==> config.mk <==
export PLATFORM = sky130hd
export DESIGN_NAME = interval_set_table
export DESIGN_NICKNAME = d
export VERILOG_FILES = /design/src/rtl/ist_pkg.sv /design/src/rtl/interval_set_table.sv /design/src/rtl/ist_ctrl.sv /design/src/rtl/ist_dp.sv
export SDC_FILE = /design/constraint.sdc
export NUM_CORES = 2
export LEC_CHECK = 0
export BUFFER_PORTS_ARGS = -buffer_cell sky130_fd_sc_hd__buf_4
export CORE_ASPECT_RATIO = 0.5
export CORE_MARGIN = 4
export CORE_UTILIZATION = 60
export CTS_BUF_LIST = sky130_fd_sc_hd__clkbuf_4 sky130_fd_sc_hd__clkbuf_8
export CTS_CLUSTER_SIZE = 28
export DETAILED_ROUTE_END_ITERATION = 6
export GPL_TIMING_DRIVEN = 0
export PLACE_DENSITY = 0.77
export SKIP_LAST_GASP = 1
export SLEW_MARGIN = 20
export SYNTH_ARGS = -nofsm -noshare
export SYNTH_HDL_FRONTEND = slang
export SYNTH_HIERARCHICAL = 1
export SYNTH_SLANG_ARGS = --single-unit
==> constraint.sdc <==
create_clock -name clk -period 10.7 [get_ports clk]
set_input_delay 1.605 -clock clk [delete_from_list [all_inputs] [get_ports clk]]
set_output_delay 1.605 -clock clk [all_outputs]
set_load 0.03 [all_outputs]
==> src/rtl/ist_pkg.sv <==
`default_nettype none
// ----------------------------------------------------------------------------
// ist_pkg
// Shared types and constants for the interval set table.
// ----------------------------------------------------------------------------
package ist_pkg;

  localparam int Depth  = 16;
  localparam int IdxW   = 4;
  localparam int CntW   = 5;
  localparam int ValW   = 32;
  localparam int MemAw  = IdxW + 1;

  typedef logic signed [ValW-1:0] val_t;
  typedef logic [IdxW-1:0]        idx_t;
  typedef logic [CntW-1:0]        cnt_t;

  typedef enum logic [1:0] {
    KIND_ADD  = 2'd0,
    KIND_SUB  = 2'd1,
    KIND_TEST = 2'd2,
    KIND_READ = 2'd3
  } kind_t;

  typedef enum logic [2:0] {
    ST_IDLE,
    ST_START,
    ST_FETCH,
    ST_EVAL,
    ST_EMIT2,
    ST_END,
    ST_FINISH,
    ST_RESP
  } state_t;

  typedef struct packed {
    logic load;
    logic start;
    logic rd_en;
    logic eval;
    logic emit2;
    logic step;
    logic final_emit;
    logic commit;
    logic respond;
  } cmd_t;

  typedef struct packed {
    kind_t kind;
    logic  empty;
    logic  idx_ok;
    logic  cnt_zero;
    logic  last;
    logic  e2_pend;
    logic  out_free;
  } sts_t;

endpackage
`default_nettype wire

==> src/rtl/interval_set_table.sv <==
`default_nettype none
// ----------------------------------------------------------------------------
// interval_set_table
// Sorted table of up to sixteen disjoint closed intervals with add, subtract,
// membership test and entry read requests, one result word per request.
// ----------------------------------------------------------------------------
//
//   Channel   Handshake             Word
//   -------   -------------------   ----------------------------------------
//   in        in_valid / in_ready   kind, interval_low, interval_high,
//                                   probe_value, entry_index
//   out       out_valid / out_ready hit, entry_low, entry_high, entry_valid,
//                                   entry_count, overflow
//
// A request walks the stored entries one at a time; at most one entry needs
// a second write, and each entry needs one read of the entry memory and up
// to two writes into the spare bank. A read fetches only the indexed entry;
// an empty add or subtract, a test on an empty table and a read beyond the
// entry count skip the walk.
// Reset clears the entry count and the bank select; the memory needs no
// clearing since only entries below the count are ever read.
// The result sits in an output register, so a new word is accepted while the
// previous result is still waiting; a stalled output holds the sequencer in
// its response state only when a second result is ready.
//
// Add and subtract stream the current bank into the other bank, merging or
// splitting as they go; the banks swap only when the walk ends without the
// table overflowing, which leaves the set untouched on overflow.
// ----------------------------------------------------------------------------
module interval_set_table (
  input  wire logic               clk,
  input  wire logic               rst,
  input  wire logic               in_valid,
  output logic                    in_ready,
  input  wire logic [1:0]         kind,
  input  wire logic signed [31:0] interval_low,
  input  wire logic signed [31:0] interval_high,
  input  wire logic signed [31:0] probe_value,
  input  wire logic [3:0]         entry_index,
  output logic                    out_valid,
  input  wire logic               out_ready,
  output logic                    hit,
  output logic signed [31:0]      entry_low,
  output logic signed [31:0]      entry_high,
  output logic                    entry_valid,
  output logic [4:0]              entry_count,
  output logic                    overflow
);

  ist_pkg::cmd_t cmd;
  ist_pkg::sts_t sts;

  // The sequencer issues one command set per cycle.
  ist_ctrl u_ctrl (
    .clk      (clk),
    .rst      (rst),
    .in_valid (in_valid),
    .in_ready (in_ready),
    .sts      (sts),
    .cmd      (cmd)
  );

  // The datapath owns the entry memory and the output register.
  ist_dp u_dp (
    .clk           (clk),
    .rst           (rst),
    .cmd           (cmd),
    .sts           (sts),
    .kind          (kind),
    .interval_low  (interval_low),
    .interval_high (interval_high),
    .probe_value   (probe_value),
    .entry_index   (entry_index),
    .out_valid     (out_valid),
    .out_ready     (out_ready),
    .hit           (hit),
    .entry_low     (entry_low),
    .entry_high    (entry_high),
    .entry_valid   (entry_valid),
    .entry_count   (entry_count),
    .overflow      (overflow)
  );

endmodule
`default_nettype wire

==> src/rtl/ist_ctrl.sv <==
`default_nettype none
// ----------------------------------------------------------------------------
// ist_ctrl
// Sequencer that walks the table one entry at a time for each request.
// ----------------------------------------------------------------------------
module ist_ctrl (
  input  wire logic          clk,
  input  wire logic          rst,
  input  wire logic          in_valid,
  output logic               in_ready,
  input  wire ist_pkg::sts_t sts,
  output ist_pkg::cmd_t      cmd
);

  ist_pkg::state_t state, state_next;

  always_ff @(posedge clk) begin
    if (rst) begin
      state <= ist_pkg::ST_IDLE;
    end else begin
      state <= state_next;
    end
  end

  always_comb begin
    state_next = state;
    cmd        = '0;
    in_ready   = 1'b0;
    unique case (state)
      ist_pkg::ST_IDLE: begin
        in_ready = 1'b1;
        if (in_valid) begin
          cmd.load   = 1'b1;
          state_next = ist_pkg::ST_START;
        end
      end
      ist_pkg::ST_START: begin
        cmd.start = 1'b1;
        unique case (sts.kind)
          ist_pkg::KIND_ADD, ist_pkg::KIND_SUB: begin
            if (sts.empty) begin
              state_next = ist_pkg::ST_FINISH;
            end else if (sts.cnt_zero) begin
              state_next = ist_pkg::ST_END;
            end else begin
              state_next = ist_pkg::ST_FETCH;
            end
          end
          ist_pkg::KIND_TEST: begin
            state_next = sts.cnt_zero ? ist_pkg::ST_FINISH : ist_pkg::ST_FETCH;
          end
          default: begin
            state_next = sts.idx_ok ? ist_pkg::ST_FETCH : ist_pkg::ST_FINISH;
          end
        endcase
      end
      ist_pkg::ST_FETCH: begin
        cmd.rd_en  = 1'b1;
        state_next = ist_pkg::ST_EVAL;
      end
      ist_pkg::ST_EVAL: begin
        cmd.eval = 1'b1;
        if (sts.kind == ist_pkg::KIND_READ) begin
          state_next = ist_pkg::ST_FINISH;
        end else if (sts.e2_pend) begin
          state_next = ist_pkg::ST_EMIT2;
        end else begin
          cmd.step   = 1'b1;
          state_next = sts.last ? ist_pkg::ST_END : ist_pkg::ST_FETCH;
        end
      end
      ist_pkg::ST_EMIT2: begin
        cmd.emit2  = 1'b1;
        cmd.step   = 1'b1;
        state_next = sts.last ? ist_pkg::ST_END : ist_pkg::ST_FETCH;
      end
      ist_pkg::ST_END: begin
        cmd.final_emit = 1'b1;
        state_next     = ist_pkg::ST_FINISH;
      end
      ist_pkg::ST_FINISH: begin
        cmd.commit = 1'b1;
        state_next = ist_pkg::ST_RESP;
      end
      ist_pkg::ST_RESP: begin
        if (sts.out_free) begin
          cmd.respond = 1'b1;
          state_next  = ist_pkg::ST_IDLE;
        end
      end
      default: begin
        state_next = ist_pkg::ST_IDLE;
      end
    endcase
  end

endmodule
`default_nettype wire

==> src/rtl/ist_dp.sv <==
`default_nettype none
// ----------------------------------------------------------------------------
// ist_dp
// Two-bank entry memory, request registers, per-entry rewrite logic and
// the output register.
// ----------------------------------------------------------------------------
module ist_dp (
  input  wire logic          clk,
  input  wire logic          rst,
  input  wire ist_pkg::cmd_t cmd,
  output ist_pkg::sts_t      sts,
  input  wire logic [1:0]    kind,
  input  wire logic signed [31:0] interval_low,
  input  wire logic signed [31:0] interval_high,
  input  wire logic signed [31:0] probe_value,
  input  wire logic [3:0]    entry_index,
  output logic               out_valid,
  input  wire logic          out_ready,
  output logic               hit,
  output logic signed [31:0] entry_low,
  output logic signed [31:0] entry_high,
  output logic               entry_valid,
  output logic [4:0]         entry_count,
  output logic               overflow
);

  // Each word holds the lower bound in the upper half and the upper bound below.
  logic [2*ist_pkg::ValW-1:0] mem [2*ist_pkg::Depth];
  logic [2*ist_pkg::ValW-1:0] rdata;

  ist_pkg::kind_t req_kind;
  ist_pkg::val_t  a_pend, b_pend, p_val;
  ist_pkg::idx_t  idx, k;
  ist_pkg::cnt_t  m, count;
  logic           bank, placed, hit_acc, rd_ok, ovf;
  ist_pkg::val_t  rd_lo, rd_hi, e2_lo, e2_hi;

  ist_pkg::val_t  l, h, e1_lo, e1_hi, e2c_lo, e2c_hi, w_lo, w_hi;
  logic           e1v, e2v, outside, we;
  logic [ist_pkg::MemAw-1:0] raddr, waddr;

  assign l = ist_pkg::val_t'(rdata[2*ist_pkg::ValW-1:ist_pkg::ValW]);
  assign h = ist_pkg::val_t'(rdata[ist_pkg::ValW-1:0]);

  assign outside = (h < a_pend) || (l > b_pend);

  always_comb begin
    e1v    = 1'b0;
    e2v    = 1'b0;
    e1_lo  = l;
    e1_hi  = h;
    e2c_lo = l;
    e2c_hi = h;
    unique case (req_kind)
      ist_pkg::KIND_ADD: begin
        e1v = placed || outside;
        if (!placed && (h >= a_pend) && (l > b_pend)) begin
          e1_lo = a_pend;
          e1_hi = b_pend;
          e2v   = 1'b1;
        end
      end
      ist_pkg::KIND_SUB: begin
        e1v = outside || (l < a_pend);
        if (!outside) begin
          e1_hi  = a_pend - ist_pkg::val_t'(1);
          e2v    = h > b_pend;
          e2c_lo = b_pend + ist_pkg::val_t'(1);
        end
      end
      default: begin
        e1v = 1'b0;
      end
    endcase
  end

  always_comb begin
    we   = 1'b0;
    w_lo = e1_lo;
    w_hi = e1_hi;
    if (cmd.eval) begin
      we = e1v;
    end else if (cmd.emit2) begin
      we   = 1'b1;
      w_lo = e2_lo;
      w_hi = e2_hi;
    end else if (cmd.final_emit) begin
      we   = (req_kind == ist_pkg::KIND_ADD) && !placed;
      w_lo = a_pend;
      w_hi = b_pend;
    end
  end

  assign raddr = {bank, (req_kind == ist_pkg::KIND_READ) ? idx : k};
  assign waddr = {~bank, m[ist_pkg::IdxW-1:0]};

  always_ff @(posedge clk) begin
    if (we && !m[ist_pkg::CntW-1]) begin
      mem[waddr] <= {w_lo, w_hi};
    end
    if (cmd.rd_en) begin
      rdata <= mem[raddr];
    end
  end

  // Request registers and walk state.
  always_ff @(posedge clk) begin
    if (cmd.load) begin
      req_kind <= ist_pkg::kind_t'(kind);
      a_pend   <= interval_low;
      b_pend   <= interval_high;
      p_val    <= probe_value;
      idx      <= entry_index;
    end
    if (cmd.start) begin
      k       <= '0;
      m       <= '0;
      placed  <= 1'b0;
      hit_acc <= 1'b0;
      ovf     <= 1'b0;
      rd_ok   <= 1'b0;
      rd_lo   <= '0;
      rd_hi   <= '0;
    end
    if (cmd.step) begin
      k <= k + ist_pkg::idx_t'(1);
    end
    if (we) begin
      if (m[ist_pkg::CntW-1]) begin
        ovf <= 1'b1;
      end else begin
        m <= m + ist_pkg::cnt_t'(1);
      end
    end
    if (cmd.eval) begin
      e2_lo <= e2c_lo;
      e2_hi <= e2c_hi;
      unique case (req_kind)
        ist_pkg::KIND_ADD: begin
          if (!placed && !outside) begin
            a_pend <= (l < a_pend) ? l : a_pend;
            b_pend <= (h > b_pend) ? h : b_pend;
          end
          if (!placed && (h >= a_pend) && (l > b_pend)) begin
            placed <= 1'b1;
          end
        end
        ist_pkg::KIND_SUB: begin
          placed <= placed;
        end
        ist_pkg::KIND_TEST: begin
          if ((p_val >= l) && (p_val <= h)) begin
            hit_acc <= 1'b1;
          end
        end
        default: begin
          rd_ok <= 1'b1;
          rd_lo <= l;
          rd_hi <= h;
        end
      endcase
    end
  end

  // Bank select and entry count are the committed table state.
  always_ff @(posedge clk) begin
    if (rst) begin
      bank  <= 1'b0;
      count <= '0;
    end else if (cmd.commit && !ovf && !(b_pend < a_pend) &&
                 ((req_kind == ist_pkg::KIND_ADD) || (req_kind == ist_pkg::KIND_SUB))) begin
      bank  <= ~bank;
      count <= m;
    end
  end

  always_ff @(posedge clk) begin
    if (rst) begin
      out_valid <= 1'b0;
    end else if (cmd.respond) begin
      out_valid <= 1'b1;
    end else if (out_ready) begin
      out_valid <= 1'b0;
    end
  end

  always_ff @(posedge clk) begin
    if (cmd.respond) begin
      hit         <= hit_acc;
      entry_low   <= rd_lo;
      entry_high  <= rd_hi;
      entry_valid <= rd_ok;
      entry_count <= count;
      overflow    <= ovf;
    end
  end

  assign sts.kind     = req_kind;
  assign sts.empty    = b_pend < a_pend;
  assign sts.idx_ok   = {1'b0, idx} < count;
  assign sts.cnt_zero = count == '0;
  assign sts.last     = ({1'b0, k} + ist_pkg::cnt_t'(1)) == count;
  assign sts.e2_pend  = e2v;
  assign sts.out_free = !out_valid || out_ready;

endmodule
`default_nettype wire
* Word-level counts from Yosys, hierarchy flattened
Memory sizes are Yosys's and may differ from the RTL's. A register that Yosys moved wholly into a read port is not among the register bits. Index checks and enable logic that the tools add are counted.
Word-level totals: RAM bits 2048, output and inout bits 74, memories 1, register bits 325, bits of input ports 106, logic and storage cells 170
Memory list:
- u_dp.mem | depth 32, bits a word 64, rd ports 1, clocked after Yosys merged registers in 1, wr ports 1, RTL line ist_dp.sv:28 | logic [2*ist_pkg::ValW-1:0] mem [2*ist_pkg::Depth];
Operators by class: muxes and demuxes 85, add/sub/neg operators 5, reduce and logical (&&, ||, !) cells 28, order comparisons 9, bitwise operators 1, equality and inequality tests 16
Operators with widths (count):
- $mux W32 | 28
- $lt A32 B32 Y1 | 3
- $ge A32 B32 Y1 | 2
- $gt A32 B32 Y1 | 2
- $pmux W32 S2 | 1
- $mux W1 | 35
- $add A32 B2 Y32 const B | 1
- $le A32 B32 Y1 | 1
- $sub A32 B2 Y32 const B | 1
- $mux W3 | 9
- $pmux W3 S8 | 1
- $mux W5 | 3
- $eq A3 B3 Y1 const B | 4
- $mux W4 | 3
- $logic_and A1 B1 Y1 | 9
- $ne A4 B3 Y1 const B | 2
- $pmux W1 S2 | 4
- $eq A3 B2 Y1 const B | 2
- $logic_not A1 Y1 | 6
- $ne A2 B2 Y1 const B | 3
- $pmux W3 S2 | 1
- $add A4 B1 Y5 const B | 1
- $add A5 B1 Y5 const B | 1
- $eq A5 B5 Y1 | 1
- 14 further kinds | 20

* Depth between registers and ports, before layout
word-level depth 9, mapped depth 17, gate-level depth less buffers 15

* Cells and area by module
The synthesis kept the hierarchy.
By module, submodules not included:
- ist_dp | times used 1, area an instance 101128.2 um2, sequential area each 72299.3 um2, cells an instance 6007
- ist_ctrl | times used 1, area an instance 356.6 um2, sequential area each 60.1 um2, cells an instance 45

* Worst setup path after synthesis
OpenSTA, ideal clock, no wires.
path kind input to register, start point input out_ready, end point register u_dp.entry_count[0], enable pin, library setup time 504 ps, stages 3, setup slack 5319 ps, path buffers 0, data required time 10196 ps, arrival 4877 ps, cells stage by stage nand2b_1 > nand3_1 > nor2_1
RTL lines:
- start: declaration | RTL line interval_set_table.sv:41 | input wire logic out_ready,
- end signal: assignment | RTL line ist_dp.sv:193 | entry_count <= count;
- end: declaration | RTL line ist_dp.sv:23 | output logic [4:0] entry_count,

* Worst setup path in the final report
start point register u_dp.a_pend[13], end point memory u_dp/mem[15][23] (netlist bit) (data pin)
Between the ends: word-level cells in the longest chain between the ends 8, elaborated cells between the ends (all ways) 12, classes of those cells add/sub (1); order compare (2); mux (6); reduce/logical (3)
Ends and longest elaborated chain:
- start: declaration | RTL line ist_dp.sv:32 | ist_pkg::val_t a_pend, b_pend, p_val;
- start signal: assignment | RTL line ist_dp.sv:110 | a_pend <= interval_low;
- start signal: assignment | RTL line ist_dp.sv:141 | a_pend <= (l < a_pend) ? l : a_pend;
- $ge A32 B32 Y1 | RTL line ist_dp.sv:57 | if (!placed && (h >= a_pend) && (l > b_pend)) begin
- $logic_and A1 B1 Y1 (2 in series) | RTL line ist_dp.sv:57
- $mux W32 | RTL line ist_dp.sv:57
- $pmux W32 S2 * | RTL line ist_dp.sv:54 | unique case (req_kind)
- $mux W32 | RTL line ist_dp.sv:87 | end else if (cmd.final_emit) begin
- $mux W32 | RTL line ist_dp.sv:83 | end else if (cmd.emit2) begin
- $mux W32 * | RTL line ist_dp.sv:81 | if (cmd.eval) begin
- named net u_dp.w_hi[23] | RTL line ist_dp.sv:38 | ist_pkg::val_t l, h, e1_lo, e1_hi, e2c_lo, e2c_hi, w_lo, w_hi;
- end: declaration | RTL line ist_dp.sv:28
Mark *: on every way through the listed nets, which the timed path passes. The rest lies on a longest branch.

==> metrics <==
Top Family by Delay on Critical Path=simple AND/OR/NAND/NOR gates; die width=about 600 µm; count of fill cells added during filler insertion=about 11k; crit path time final=~6.3 ns; total of warnings raised by yosys=6; Final Setup Violations=0; Slew Viols, Final=0; area share of the largest cell type after synthesis=around 70%; cell-by-cell trace of the critical path=clkbuf_1 -> inv_1 -> ha_1 -> nand4_1 -> nor4_1 -> o21ai_0 -> a31oi_1 -> o22ai_2 -> or4_4 -> nand2_2 -> buf_4 -> o221ai_1 -> o21ai_0 -> nand2_2; Most used DFF post-synth=sky130_fd_sc_hd__edfxtp_1; violations in the final reports=DRC; clock net sink count=2437; Clock Root Buffer=sky130_fd_sc_hd__clkbuf_8; pin count of the biggest net entering global routing=between 70 and 80; number of remaining DRC errors=1; Least-Margin Pin Slew=about 1.3 ns; vias=between 60k and 70k; CTS-repair resized insts=0; post-synthesis area per instance=around 17 µm²; crit end category=flop; layout-stage area growth over the synthesis result=12.9%; cell with the biggest individual delay on the critical path=sky130_fd_sc_hd__nor4_1; post-DP HPWL=around 220000 µm; worst path buffer plus inverter count=3; post-layout power=between 30 and 40 mW; timing-limited maximum frequency=about 0.16 GHz; post-route clock period utilization=59.1%; leakage power of the design=around 39 nW; Critical Setup Path Class=reg2reg; floorplan die height=around 300 µm; Clock Latency Late Sink=0.96 ns; share of cells above drive strength 1=between 20 and 25%; Placed Instances=between 8k and 9k; number of standard cells after synthesis=about 6.1k; Post-CTS Hold Fix Bufs=0; Placement Cell Area=around 0.11 mm²; detailed-routing iteration count for the pre-antenna-repair pass=7; setup total negative slack=0 ns; maximum resistive drop on vdd=about 0.00029 V; CTS tree=done; launching element type of the critical path=flop; number of synthesized register bits=~2.4k; headroom to the max-slew limit=a little under an eighth; Max Buffers Root-to-Sink=4; DIE AREA=about 0.18 mm²; Area contributors post-synth=sky130_fd_sc_hd__edfxtp_1 70%, sky130_fd_sc_hd__mux4_2 11%, sky130_fd_sc_hd__ha_1 2.9%; Avg WL per Cell=approximately 34 µm; count of nets left with antenna violations after detail routing=0; Post-synth ARST share=0%; drt initial violations=a little under 10k; CP Data Arrival Time=between 6 and 7 ns; antenna violations before repair=25; post-CTS setup repair buffer count=0; post-route insts no fill=9188; cts bufs inserted=about 330; crit path max fanout=32; proportion of synthesized chip area in sequential cells=between 70% and 80%; overall overflow remaining after global route=0; number of I/O port buffers=between 150 and 200; delay of the slowest cell on the worst path=about 0.95 ns; power density cells=314 mW/mm²; cell type with the largest total area after synthesis=sky130_fd_sc_hd__edfxtp_1; top-level port count=180; number of hold violations in the final report=0; number of nets in the final layout=approximately 7k; Final Wtd Congestion=just over 1; result of the run=finished with violations; number of enable flip-flop cells after synthesis=roughly 2.4k; post-synthesis instance area=between 0.1 and 0.15 mm²; post-detailed-routing wire length=~300000 µm; via count of the first global-routing pass=between 60k and 70k; std cell rows=106; Final Instance Area=approximately 0.11 mm²; total core area=0.168 mm²; critical path data required time=11.13 ns; Fin Clk Skew=between 0.08 and 0.09 ns; clock slew at reported path FFs=around 0.060 ns; first-pass GRT wire length=437000 µm; # Max-Cap Violations=0; depth of the CTS H-tree=5; initial core utilization=roughly 60%; synth unique cells=88; global router's overall resource usage=around a third; vias per std cell=about 6.7; HP Class=reg2reg; Synth Net Count=roughly 6.4k; unrepaired setup endpoints after global routing=no
[cells in the final DEF, fill, tap and decap left out, types with 34 or more instances in the layout]
cell / count
sky130_fd_sc_hd__buf_6: 34
sky130_fd_sc_hd__buf_16: 36
sky130_fd_sc_hd__o21ai_0: 174
sky130_fd_sc_hd__clkbuf_8: 348
sky130_fd_sc_hd__o21ai_1: 47
sky130_fd_sc_hd__edfxtp_1: 2355
sky130_fd_sc_hd__nand4_1: 48
sky130_fd_sc_hd__clkinv_1: 85
sky130_fd_sc_hd__clkbuf_4: 95
sky130_fd_sc_hd__buf_4: 186
sky130_fd_sc_hd__buf_2: 60
sky130_fd_sc_hd__ha_1: 232
sky130_fd_sc_hd__mux2i_1: 76
sky130_fd_sc_hd__dfxtp_1: 82
sky130_fd_sc_hd__nor2_1: 198
sky130_fd_sc_hd__inv_1: 147
sky130_fd_sc_hd__nand3_1: 355
sky130_fd_sc_hd__mux4_2: 512
sky130_fd_sc_hd__a21oi_1: 178
sky130_fd_sc_hd__o22ai_1: 47
sky130_fd_sc_hd__clkbuf_1: 206
sky130_fd_sc_hd__nand3b_1: 66
sky130_fd_sc_hd__a21o_1: 47
sky130_fd_sc_hd__xnor2_1: 57
sky130_fd_sc_hd__nand2_1: 700
[worst reg2reg max path, stage by stage (launching register included)]
cell and delay, ns:
sky130_fd_sc_hd__edfxtp_1 0.32, sky130_fd_sc_hd__clkbuf_1 0.40, sky130_fd_sc_hd__inv_1 0.29, sky130_fd_sc_hd__ha_1 0.38, sky130_fd_sc_hd__nand4_1 0.23, sky130_fd_sc_hd__nor4_1 0.95
sky130_fd_sc_hd__o21ai_0 0.30, sky130_fd_sc_hd__a31oi_1 0.42, sky130_fd_sc_hd__o22ai_2 0.27, sky130_fd_sc_hd__or4_4 0.49, sky130_fd_sc_hd__nand2_2 0.29, sky130_fd_sc_hd__buf_4 0.30
sky130_fd_sc_hd__o221ai_1 0.35, sky130_fd_sc_hd__o21ai_0 0.23, sky130_fd_sc_hd__nand2_2 0.60
[cells in the mapped netlist (all sizes together) (11+ instances only)]
library cell,count
nor2,210
nand2b,29
nand2,711
o221ai,14
mux2i,78
o21ai,226
nor4,18
ha,232
and3,42
buf,98
a21o,48
edfxtp,2355
nand3,355
o22ai,49
mux4,512
nor3,34
a31oi,11
nand3b,66
o21a,16
nor2b,27
a211oi,29
dfxtp,82
a21oi,189
xnor2,57
inv,148
nand4,48
a32oi,13
clkbuf,228
[report_power, final]
group          switching (mW)  total, mW  internal, mW  leakage, nW
clock network            3.48       6.98          3.50         3.35
logic                    10.1       14.6          4.59         13.3
registers               0.750       14.3          13.5         21.9
total                    14.3       35.9          21.6         38.6
[kinds of logic (layout without fill, tap and decap cells)]
family / Yosys count / count (layout) / share of synthesized area [%]
and+or+nand+nor: 1584 / 1584 / 7.20
buffers and inverters: 475 / 1331 / 1.90
xor gates and xnor gates: 60 / 60 / 0.518
adders and majority gates: 232 / 232 / 2.86
AOI/OAI and AO/OA: 668 / 668 / 4.01
muxes: 596 / 596 / 12.2
DFF: 2437 / 2437 / 71.3
other: 0 / 12 / 0
[final timing paths]
check | startpoint | endpoint | slack, ns | cells after the start
setup / recovery | u_dp/a_pend[13] | u_dp/mem[15][23] | 4.38 | 14
hold / removal | u_dp/rd_lo[21] | u_dp/entry_low[21] | 0.43 | 0
hold reg to reg | u_dp/rd_lo[21] | u_dp/entry_low[21] | 0.43 | 0
setup reg to reg | u_dp/a_pend[13] | u_dp/mem[15][23] | 4.38 | 14
[final cells by class]
cell class	count	area [µm²]	area share [%]
sequential	2437	72400	63.1
multi-input combinational	3140	27900	24.3
clock buffer	443	5500	4.80
timing repair buffer	270	3140	2.74
tap	2268	2840	2.48
buffer	326	1400	1.22
clock inverter	143	866	0.756
inverter	149	559	0.488
antenna	12	30.0	0.0262
[per-layer routing]
layer | vias to the layer above | wire [µm] | GRT usage [%]
met3 | 765 | 50800 | 13.4
met5 | - | 27 | 0
met1 | 31100 | 109000 | 48.6
li1 | 25100 | - | -
met2 | 4863 | 134000 | 50.6
met4 | 4 | 14000 | 13.9
[through the flow]
stage,util [%],worst slack [ns],hold WS [ns]
2_1_floorplan,-,5.32,0.408
6_report,68.4,4.38,0.426
3_3_place_gp,63.0,2.04,0.416
4_1_cts,68.3,4.66,0.429
3_5_place_dp,64.5,4.62,0.416
5_1_grt,68.3,4.53,0.442
[sequential cells by signal, indices dropped and copies added (netlist names), 2 cells and up]
register          flops
u_dp/mem           2048
u_dp/rdata           64
u_dp/a_pend          32
u_dp/b_pend          32
u_dp/e2_hi           32
u_dp/e2_lo           32
u_dp/entry_high      32
u_dp/entry_low       32
u_dp/p_val           32
u_dp/rd_hi           32
u_dp/rd_lo           32
u_dp/count            5
u_dp/entry_count      5
u_dp/m                5
u_dp/idx              4
u_dp/k                4
u_ctrl/state          3
u_dp/req_kind         2
Note: power is estimated with default switching activity, not from simulation.
